**config.mk**
```make
export PLATFORM = sky130hd
export DESIGN_NAME = lzwcd_front
export DESIGN_NICKNAME = d
export VERILOG_FILES = /design/src/hdl/lzwcd_pkg.sv /design/src/hdl/lzwcd_front.sv
export SDC_FILE = /design/constraint.sdc
export NUM_CORES = 1
export LEC_CHECK = 0
export ABC_AREA = 1
export BUFFER_PORTS_ARGS = -buffer_cell sky130_fd_sc_hd__buf_2
export CAP_MARGIN = 0
export CORE_MARGIN = 4
export CORE_UTILIZATION = 45
export DETAILED_ROUTE_END_ITERATION = 8
export PLACE_DENSITY = 0.82
export SLEW_MARGIN = 20
export SYNTH_ARGS = -nofsm -noshare
export SYNTH_HDL_FRONTEND = slang
export SYNTH_SLANG_ARGS = --single-unit
```
**constraint.sdc**
```tcl
create_clock -name clock -period 1.9 [get_ports clock]
set_input_delay 0.57 -clock clock [delete_from_list [all_inputs] [get_ports clock]]
set_output_delay 0.57 -clock clock [all_outputs]
set_load 0.005 [all_outputs]
```
**src/hdl/lzwcd_pkg.sv**
```systemverilog
// ----------------------------------------------------------------------------
// lzwcd_pkg
// Shared types and constants of the LZW code decoder.
// ----------------------------------------------------------------------------
package lzwcd_pkg;

   localparam int CODE_W  = 16;
   localparam int BYTE_W  = 8;
   localparam int WIDTH_W = 5;
   localparam int LIMIT_W = 17;

   // widest code; sets dictionary depth and stack depth
   localparam int MAX_CODE_BITS = 16;

   localparam logic [CODE_W-1:0]  END_CODE          = 16'd256;
   localparam int                 FIRST_FREE        = 257;
   localparam logic [WIDTH_W-1:0] START_WIDTH       = 5'd9;
   localparam int                 START_WIDTH_LIMIT = 512;
   localparam logic [LIMIT_W-1:0] LIMIT_AT_RESET    = 17'h10000;

   localparam logic OP_CODE = 1'b0;
   localparam logic OP_CONT = 1'b1;

   // item passed from front to back
   typedef struct packed {
      logic              op;
      logic [CODE_W-1:0] code;
      logic              is_end;
   } item_type;

   typedef enum logic [3:0] {
      ST_IDLE,
      ST_WALK_RD,
      ST_WALK_USE,
      ST_FIRST,
      ST_FIX,
      ST_DRAIN_START,
      ST_DRAIN_RD,
      ST_DRAIN_OUT,
      ST_EMPTY_OUT
   } state_type;

endpackage

```
**src/hdl/lzwcd_front.sv**
```systemverilog
// ----------------------------------------------------------------------------
// lzwcd_front
// Accepts request items, tags end codes and queues them for the back end.
// ----------------------------------------------------------------------------
module lzwcd_front
   import lzwcd_pkg::*;
(
   input  logic              clock,
   input  logic              reset,
   input  logic              req_valid,
   output logic              req_ready,
   input  logic              req_op,
   input  logic [CODE_W-1:0] req_code,
   output logic              item_valid,
   output item_type          item,
   input  logic              item_ready
);

   item_type   queue_ff [2];
   logic       wr_ptr_ff, wr_ptr_in;
   logic       rd_ptr_ff, rd_ptr_in;
   logic [1:0] count_ff, count_in;
   logic       push, pop;

   assign req_ready  = (count_ff != 2'd2);
   assign item_valid = (count_ff != 2'd0);
   assign item       = queue_ff[rd_ptr_ff];
   assign push       = req_valid && req_ready;
   assign pop        = item_valid && item_ready;

   // pointer and fill count
   always_comb begin
      wr_ptr_in = push ? ~wr_ptr_ff : wr_ptr_ff;
      rd_ptr_in = pop ? ~rd_ptr_ff : rd_ptr_ff;
      count_in  = count_ff + {1'b0, push} - {1'b0, pop};
   end

   always_ff @(posedge clock) begin
      if (reset) begin
         wr_ptr_ff <= 1'b0;
         rd_ptr_ff <= 1'b0;
         count_ff  <= 2'd0;
      end else begin
         wr_ptr_ff <= wr_ptr_in;
         rd_ptr_ff <= rd_ptr_in;
         count_ff  <= count_in;
      end
   end

   // classify and store on transfer
   always_ff @(posedge clock) begin
      if (push) begin
         queue_ff[wr_ptr_ff].op     <= req_op;
         queue_ff[wr_ptr_ff].code   <= req_code;
         queue_ff[wr_ptr_ff].is_end <= (req_code == END_CODE);
      end
   end

endmodule

```
# After elaboration in Yosys (flattened, before gate mapping)
# Memories as Yosys holds them, arrays and structs flattened. A register that Yosys moved wholly into a read port is not among the register bits.
# Cells that the tools add are included.
[word_totals] in_bits=21 word_cells=17 n_memories=1 ram_bits=36 reg_bits=4 output_inout_bits=20
[memory_table] name="queue_ff" depth=2 width=18 read_ports=1 rd_clocked_by_memory_dff=1 write_ports=1 line="lzwcd_front.sv:19" rtl="item_type queue_ff [2];"
[classes] bitwise_logic=2 reduce_logical=3 addsub=2 n_mux=4 n_eq_ne=2
[op_table] op="16-bit by 9-bit == test with 1-bit output, second input constant" n=1
[op_table] op="1-bit two-way mux" n=4
[op_table] op="2-bit by 1-bit adder with 2-bit output" n=1
[op_table] op="1-bit logical AND" n=2
[op_table] op="2-bit inequality test, second input constant" n=1
[op_table] op="1-bit inverter" n=2
[op_table] op="2-bit nonzero test" n=1
[op_table] op="2-bit by 1-bit subtractor with 2-bit output" n=1

# Longest topological paths before layout
# Gate-level depths: netlist of run 1.
[depth] word_depth=4 mapped_depth=11 depth_no_buf=11

# Least setup slack after synthesis of run 1
# No wires, ideal clock.
[synth_path] path_type="input port to flip-flop" startpoint="input req_valid" endpoint="memory queue_ff[0][0] in the netlist's numbering, enable pin" stages=2 slack_ns=0.069 arrival_time_ns=1.438 n_path_buf=0 required_time_ns=1.508 setup_ns=0.392 path_cell_list="nand2_2 -> nor2_1"
[synth_via] elab_chain_len=3
[synth_lines] element="start: declaration" line="lzwcd_front.sv:10" rtl="input logic req_valid,"
[synth_lines] element="1-bit logical AND" line="lzwcd_front.sv:28" rtl="assign push = req_valid && req_ready;"
[synth_lines] element="1-bit two-way mux" line="lzwcd_front.sv:52" rtl="if (push) begin"
[synth_lines] element="1-bit two-way mux (not written as such)" line="lzwcd_front.sv:55" rtl="queue_ff[wr_ptr_ff].is_end <= (req_code == END_CODE);"
[synth_lines] element="end: declaration" line="lzwcd_front.sv:19"
# No other way between the ends.

==> results of run 1 <==
## per-layer routing
metal | up-vias | share of wire (%) | global-route usage, %
met2 | 31 | 52 | 21.8
met3 | 2 | 9.5 | 6.81
met5 | - | 0 | 0
met4 | 0 | 0.61 | 5.21
met1 | 444 | 38 | 12.8
li1 | 467 | - | -
## synthesized netlist by cell type
cell type	number	area, µm²
edfxtp_1	36	1080
nor2_1	16	60.1
mux2_4	10	150
inv_1	9	33.8
mux2_2	8	90.1
nand2_1	6	22.5
dfxtp_1	5	100
a21oi_1	2	10.0
nand2_2	2	12.5
nand4_1	2	12.5
buf_12	1	20.0
buf_6	1	11.3
ha_1	1	12.5
nand3_1	1	5.00
nor2_2	1	6.26
nor2_4	1	11.3
nor3_1	1	5.00
xnor2_1	1	8.76
## report_power, final
part / switching (mW) / total [mW] / internal (mW) / leakage, nW
Combinational: 0.355 / 0.751 / 0.397 / 0.393
Clock: 0.268 / 0.656 / 0.387 / 0.0528
Sequential: 0.0630 / 1.22 / 1.15 / 0.378
## final timing paths
| check | slack [ns] | cells after the start | to | startpoint |
|---|---|---|---|---|
| max reg2reg | 0.41 | 9 | count_ff[1]$_SDFF_PP0_ | count_ff[1]$_SDFF_PP0_ |
| min | 0.47 | 2 | count_ff[0]$_SDFF_PP0_ | reset |
| min reg2reg | 0.53 | 2 | rd_ptr_ff$_SDFFE_PP0P_ | rd_ptr_ff$_SDFFE_PP0P_ |
| max | 0.07 | 3 | item[2] | register |
## cells by family (layout without fill, tap and decap cells)
| kind of cell | count (synthesis) | count (layout) |
|---|---|---|
| flops | 41 | 41 |
| simple gates | 30 | 30 |
| mux | 18 | 18 |
| buf+inv | 11 | 61 |
| compound gates | 2 | 2 |
| fa+ha+maj | 1 | 1 |
| xor+xnor | 1 | 1 |
## layout by cell type, fill, tap and decap left out
cell type,count
nand2_1,6
mux2_2,8
bufinv_16,1
inv_1,9
mux2_4,10
nor2_4,1
buf_12,1
xnor2_1,1
nand3_1,1
dfxtp_1,4
buf_2,40
edfxtp_1,36
nand4_1,2
a21oi_1,2
dfxtp_4,1
nor3_1,1
clkbuf_1,1
clkbuf_16,1
buf_4,2
clkbuf_8,5
clkinv_1,1
ha_1,1
nor2_2,1
nor2_1,16
nand2_2,2
## state kept, by name, indices dropped and copies added, names as in the netlist, named ones only
signal     flops
wr_ptr_ff      1
rd_ptr_ff      1
queue_ff      36
count_ff       2
## worst max-delay path: cells and delay by family, from the launching register on
family	cells	cell delay, ns
flip-flops	1	0.38
multiplexers	1	0.34
buffers and inverters	2	0.26
## area by class of cell
class | instances | area (µm²)
clock buffer | 6 | 72.6
timing repair buffer | 44 | 260
fill | 282 | 1390
multi-input combinational | 52 | 407
clock inverter | 2 | 33.8
inverter | 9 | 33.8
tap | 46 | 57.6
sequential | 41 | 1180
## metrics by stage
stage	hold slack (ns)	cells	power (mW)	setup WS, ns	area (µm²)
finish	0.466	200	2.62	0.0714	2050
global route	0.452	200	2.78	0.0162	2050
CTS	0.454	199	2.61	0.0110	2020
detailed placement	0.507	191	1.96	0.217	1910
global placement	0.495	191	1.92	0.332	1910
floorplan	0.467	104	1.71	0.0693	1650
==> run metrics, run 1 <==
worst setup path category register to output port; cell area power density 1280 nW/µm²; combinational family with the most area after synthesis multiplexers; first-pass GRT wire length 4050 µm; fin crit share 96.2%; via count of the first global-routing pass 907; Vert. Die Dim 68.6 µm; first-pass iteration count of the detailed router 4; leakage power summed over all cells 0.825 nW; sinks on the clock net 41; Clock H-tree levels 2; master of the slowest instance on the critical path dfxtp_4; area fraction in and, or, nand and nor cells after synthesis 8.18%; Finish-stage setup viols 0; DP HPWL 1960 µm; data arrival time of the worst path 1.26 ns; pin slew with the least headroom to its limit 0.271 ns; # port buffers 40; kind of end point of the critical path output port; Post-Syn Instances 104; setup bufs post-CTS 0; final weighted congestion of routability-driven global placement 0.659; post-synthesis sequential element count 41; number of gates resized after cts 0; DRC violation count after routing 0; average wire per cell in the routed design 13.9 µm; layout overhead on the synthesized area 24.0%; number of top-level design ports 41; core area 3440 µm²; buffer cell driving the clock tree root clkbuf_8; classification of the worst-slack hold path input pin to register; synthesized area per cell 15.9 µm²; antenna violations before repair 0; setup repair after global routing missed its margin false; mapped cell area 1650 µm²; die width 68.6 µm; initial drt markers 35; adder and majority cell fraction of the synthesized area 0.757%; DRT Wirelength 2780 µm; clock latency on the worst-skew pair 0.28 ns; clock slew at the register clock pins of the worst setup and hold paths 0.07 ns; utilization after layout 59.5%; Vias per Instance 4.72; ANT nets after route 0; portion of netlist area occupied by mux cells 14.5%; number of violations of the max-capacitance limit 0; initial core utilization 48.0%; required time reported for the critical path endpoint 1.33 ns; synthesized netlist net count 126; total number of vias 944; Setup TNS Final 0 ns; tightest slew margin relative to the limit 81.9%; result of the run finished clean; fraction of synthesized cell area in xor and xnor cells 0.530%; number of placement rows 21; Syn. warnings 0; total routing usage reported by global routing 12.7%; hold buffer count at CTS 0; buffers from clock root to sink, at most 2; number of buffers inserted during clock tree synthesis 5; Compound-Gate Fraction of Synth Area 0.606%; area of the die 4710 µm²; Distinct cells, synth 18; highest ir drop seen on vdd 0.842 mV; maximum clock frequency 547 MHz; highest cell delay on the worst timing path 0.38 ns; sequence of cells on the critical path buf_12, mux2_2, buf_2; diode insertion count for antenna repair 0; share of layout cells above drive strength 1 47.4%; pin count of the biggest net entering global routing 19; number of endpoints with negative hold slack in the final report 0; Tmin final 1.83 ns; CTS tree done; launching element type of the critical path register; final net count 175; overall overflow remaining after global route 0; clock skew 0.00343 ns; critical path fanouts, max 9; Max Slew Vio Count 0; part of the Yosys area used for sequential elements 71.5%
Power figures use the tool's default switching activity.
==> run 2, diff against run 1 <==
--- a/config.mk
+++ b/config.mk
@@ -5,7 +5,7 @@
 export SDC_FILE = /design/constraint.sdc
 export NUM_CORES = 1
 export LEC_CHECK = 0
-export ABC_AREA = 1
+export ABC_AREA = 0
 export BUFFER_PORTS_ARGS = -buffer_cell sky130_fd_sc_hd__buf_2
 export CAP_MARGIN = 0
 export CORE_MARGIN = 4
==> run metrics, run 2 <==
DRT Wirelength 2660 µm (was 2780 µm); largest registers in the final layout queue_ff: 36 flops, count_ff: 2 flops (unchanged); setup repair after global routing missed its margin true (was false); synthesized area per cell 17.7 µm² (was 15.9 µm²); number of violations of the max-capacitance limit 0 (unchanged); Distinct cells, synth 26 (was 18); setup bufs post-CTS 0 (unchanged); total routing usage reported by global routing 13.1% (was 12.7%); first-pass iteration count of the detailed router 4 (unchanged); tightest slew margin relative to the limit 75.1% (was 81.9%); number of top-level design ports 41 (unchanged); final net count 160 (was 175); adder and majority cell fraction of the synthesized area 0.786% (was 0.757%); classification of the worst-slack hold path input pin to register (unchanged); ANT nets after route 0 (unchanged); mapped cell area 1590 µm² (was 1650 µm²); area fraction in and, or, nand and nor cells after synthesis 8.01% (was 8.18%); part of the Yosys area used for sequential elements 74.2% (was 71.5%); kind of end point of the critical path output port (unchanged); max FFs per register 36 (unchanged); post-synthesis sequential element count 41 (unchanged); maximum clock frequency 534 MHz (was 547 MHz); number of endpoints with negative hold slack in the final report 0 (unchanged); Vert. Die Dim 67.5 µm (was 68.6 µm); buffers from clock root to sink, at most 2 (unchanged); fin crit share 98.6% (was 96.2%); layout overhead on the synthesized area 23.6% (was 24.0%); design area 1970 µm² (was 2050 µm²); Syn. warnings 0 (unchanged); most repeated cell in the gate-level netlist after synthesis edfxtp_1 (unchanged); initial drt markers 45 (was 35); area of the die 4560 µm² (was 4710 µm²); Stages on worst setup path 3 (unchanged); Vias per Instance 4.97 (was 4.72); buffer cell driving the clock tree root clkbuf_4 (was clkbuf_8); commonest non-fill, non-tap cell in the layout buf_2 (unchanged); hold slack 0.422 ns (was 0.466 ns); clock skew 0.00808 ns (was 0.00343 ns); result of the run finished clean (unchanged); number of placement rows 21 (unchanged); final standard cell count with taps included and fillers excluded 185 (was 200); DP HPWL 1900 µm (was 1960 µm); fill count 271 (was 282); Biggest register queue_ff (unchanged); Tmin final 1.87 ns (was 1.83 ns); DRC violation count after routing 0 (unchanged); pin slew with the least headroom to its limit 0.369 ns (was 0.271 ns); number of stages on the worst hold path 1 (was 2); number of buffers inserted during clock tree synthesis 5 (unchanged); portion of netlist area occupied by mux cells 12.7% (was 14.5%); highest ir drop seen on vdd 0.498 mV (was 0.842 mV); initial core utilization 47.0% (was 48.0%); worst setup path category register to output port (unchanged); depth of the most critical reg-to-reg path 6 (was 9); fraction of synthesis flops using an asynchronous set or reset pin 0% (unchanged); commonest cells after routing, fill and taps aside buf_2 (38), edfxtp_1 (36), mux2_1 (16) (was buf_2 (40), edfxtp_1 (36), nor2_1 (16)); sinks on the clock net 41 (unchanged); final weighted congestion of routability-driven global placement 0.662 (was 0.659); Placement Cell Area 1870 µm² (was 1910 µm²); Compound-Gate Fraction of Synth Area 2.75% (was 0.606%); antenna violations before repair 0 (unchanged); pin count of the biggest net entering global routing 19 (unchanged); Top delay family on crit path flip-flops (unchanged); synthesized netlist net count 112 (was 126); Max Slew Vio Count 0 (unchanged); total number of vias 919 (was 944); cell area power density 1090 nW/µm² (was 1280 nW/µm²); master of the slowest instance on the critical path dfxtp_2 (was dfxtp_4); clock latency on the worst-skew pair 0.33 ns (was 0.28 ns); Primary FF master, synth edfxtp_1 (unchanged); required time reported for the critical path endpoint 1.33 ns (about the same); diode insertion count for antenna repair 0 (unchanged); leakage power summed over all cells 0.757 nW (was 0.825 nW); top cell type's share of synthesized area 67.9% (was 65.4%); dominant cells by area after synthesis edfxtp_1 (68%), mux2_1 (13%), dfxtp_1 (6.3%), nor4_1 (1.6%), nor2_1 (0.94%) (was edfxtp_1 (65%), mux2_4 (9.1%), dfxtp_1 (6.1%), mux2_2 (5.5%), nor2_1 (3.6%)); Post-Syn Instances 90 (was 104); Clock H-tree levels 2 (unchanged); buffers plus inverters on the worst setup path 2 (unchanged); launching element type of the critical path register (unchanged); core area 3390 µm² (was 3440 µm²); fraction of synthesized cell area in xor and xnor cells 0.550% (was 0.530%); critical path fanouts, max 18 (was 9); synth cell count leaders edfxtp_1 (36), mux2_1 (18), dfxtp_1 (5) (was edfxtp_1 (36), nor2_1 (16), mux2_4 (10)); overall overflow remaining after global route 0 (unchanged); biggest area consumer among synthesized cells edfxtp_1 (unchanged); sequence of cells on the critical path buf_12, mux2_1, buf_2 (was buf_12, mux2_2, buf_2); highest cell delay on the worst timing path 0.35 ns (was 0.38 ns); data arrival time of the worst path 1.30 ns (was 1.26 ns); first-pass GRT wire length 4160 µm (was 4050 µm); clock slew at the register clock pins of the worst setup and hold paths 0.11 ns (was 0.07 ns); average wire per cell in the routed design 14.4 µm (was 13.9 µm); via count of the first global-routing pass 954 (was 907); CTS tree done (unchanged); # port buffers 40 (unchanged); share of layout cells above drive strength 1 38.8% (was 47.4%); Finish-stage setup viols 0 (unchanged); post-placement cell count 177 (was 191); die width 67.5 µm (was 68.6 µm); combinational family with the most area after synthesis multiplexers (unchanged); hold buffer count at CTS 0 (unchanged); number of flops mapped to enable cells by yosys 36 (unchanged)
## run 2: cell types whose count changed after synthesis, sizes merged, moves of 2 or more
cell and delta:
nand4 -2, nand2 -8, inv -8, nor2 -14
nor2b +2, nor4 +4, o21ai +2, and3 +2
## run 2: cell type report
type | instances | area (µm²) | share of cell area, %
sequential | 41 | 1180 | 60.0
multi-input combinational | 46 | 403 | 20.5
timing repair buffer | 43 | 248 | 12.6
tap | 46 | 57.6 | 2.92
clock buffer | 6 | 41.3 | 2.10
clock inverter | 2 | 33.8 | 1.72
inverter | 1 | 3.75 | 0.191
## run 2: per-layer routing
| metal | global-route usage, % | wire [µm] | up-vias |
|---|---|---|---|
| met5 | 0 | 0 | - |
| li1 | - | - | 446 |
| met3 | 6.32 | 193 | 5 |
| met4 | 5.32 | 42 | 0 |
| met2 | 23.9 | 1420 | 29 |
| met1 | 12.3 | 1000 | 439 |
## run 2: cell families after synthesis
group / after synthesis
and+or+nand+nor: 20
buffers and inverters: 3
xor gates and xnor gates: 1
DFF: 41
AOI/OAI and AO/OA: 6
adders and majority gates: 1
muxes: 18
## run 2: final timing paths
| kind | slack (ns) | from | endpoint |
|---|---|---|---|
| setup / recovery | 0.03 | register | item[12] |
| hold / removal | 0.42 | req_op | queue_ff[0][17]$_DFFE_PP_ |
| setup reg to reg | 0.27 | count_ff[1]$_SDFF_PP0_ | count_ff[1]$_SDFF_PP0_ |
| hold reg to reg | 0.54 | rd_ptr_ff$_SDFFE_PP0P_ | register |
## run 2: timing repair
item | in CTS | in global routing
pin swaps | 0 | 0
resized for setup | 3 | 2
setup endpoints to repair | 18 | 18
cloned | 0 | 0
## run 2: through the flow
step / power, mW / util [%] / TNS (ns) / setup slack (ns)
floorplan: 1.41 / - / 0 / 0.303
global placement: 1.60 / 55.3 / 0 / 0.156
detailed placement: 1.63 / 55.3 / 0 / 0.0453
CTS: 2.17 / 57.7 / -0.0908 / -0.0193
global route: 2.28 / 58.1 / -0.981 / -0.0719
finish: 2.15 / 58.1 / 0 / 0.0257
## run 2: power by group
| part | switching [mW] | internal [mW] | total (mW) |
|---|---|---|---|
| Sequential | 0.0445 | 1.10 | 1.14 |
| Combinational | 0.222 | 0.263 | 0.485 |
| Clock | 0.250 | 0.274 | 0.524 |
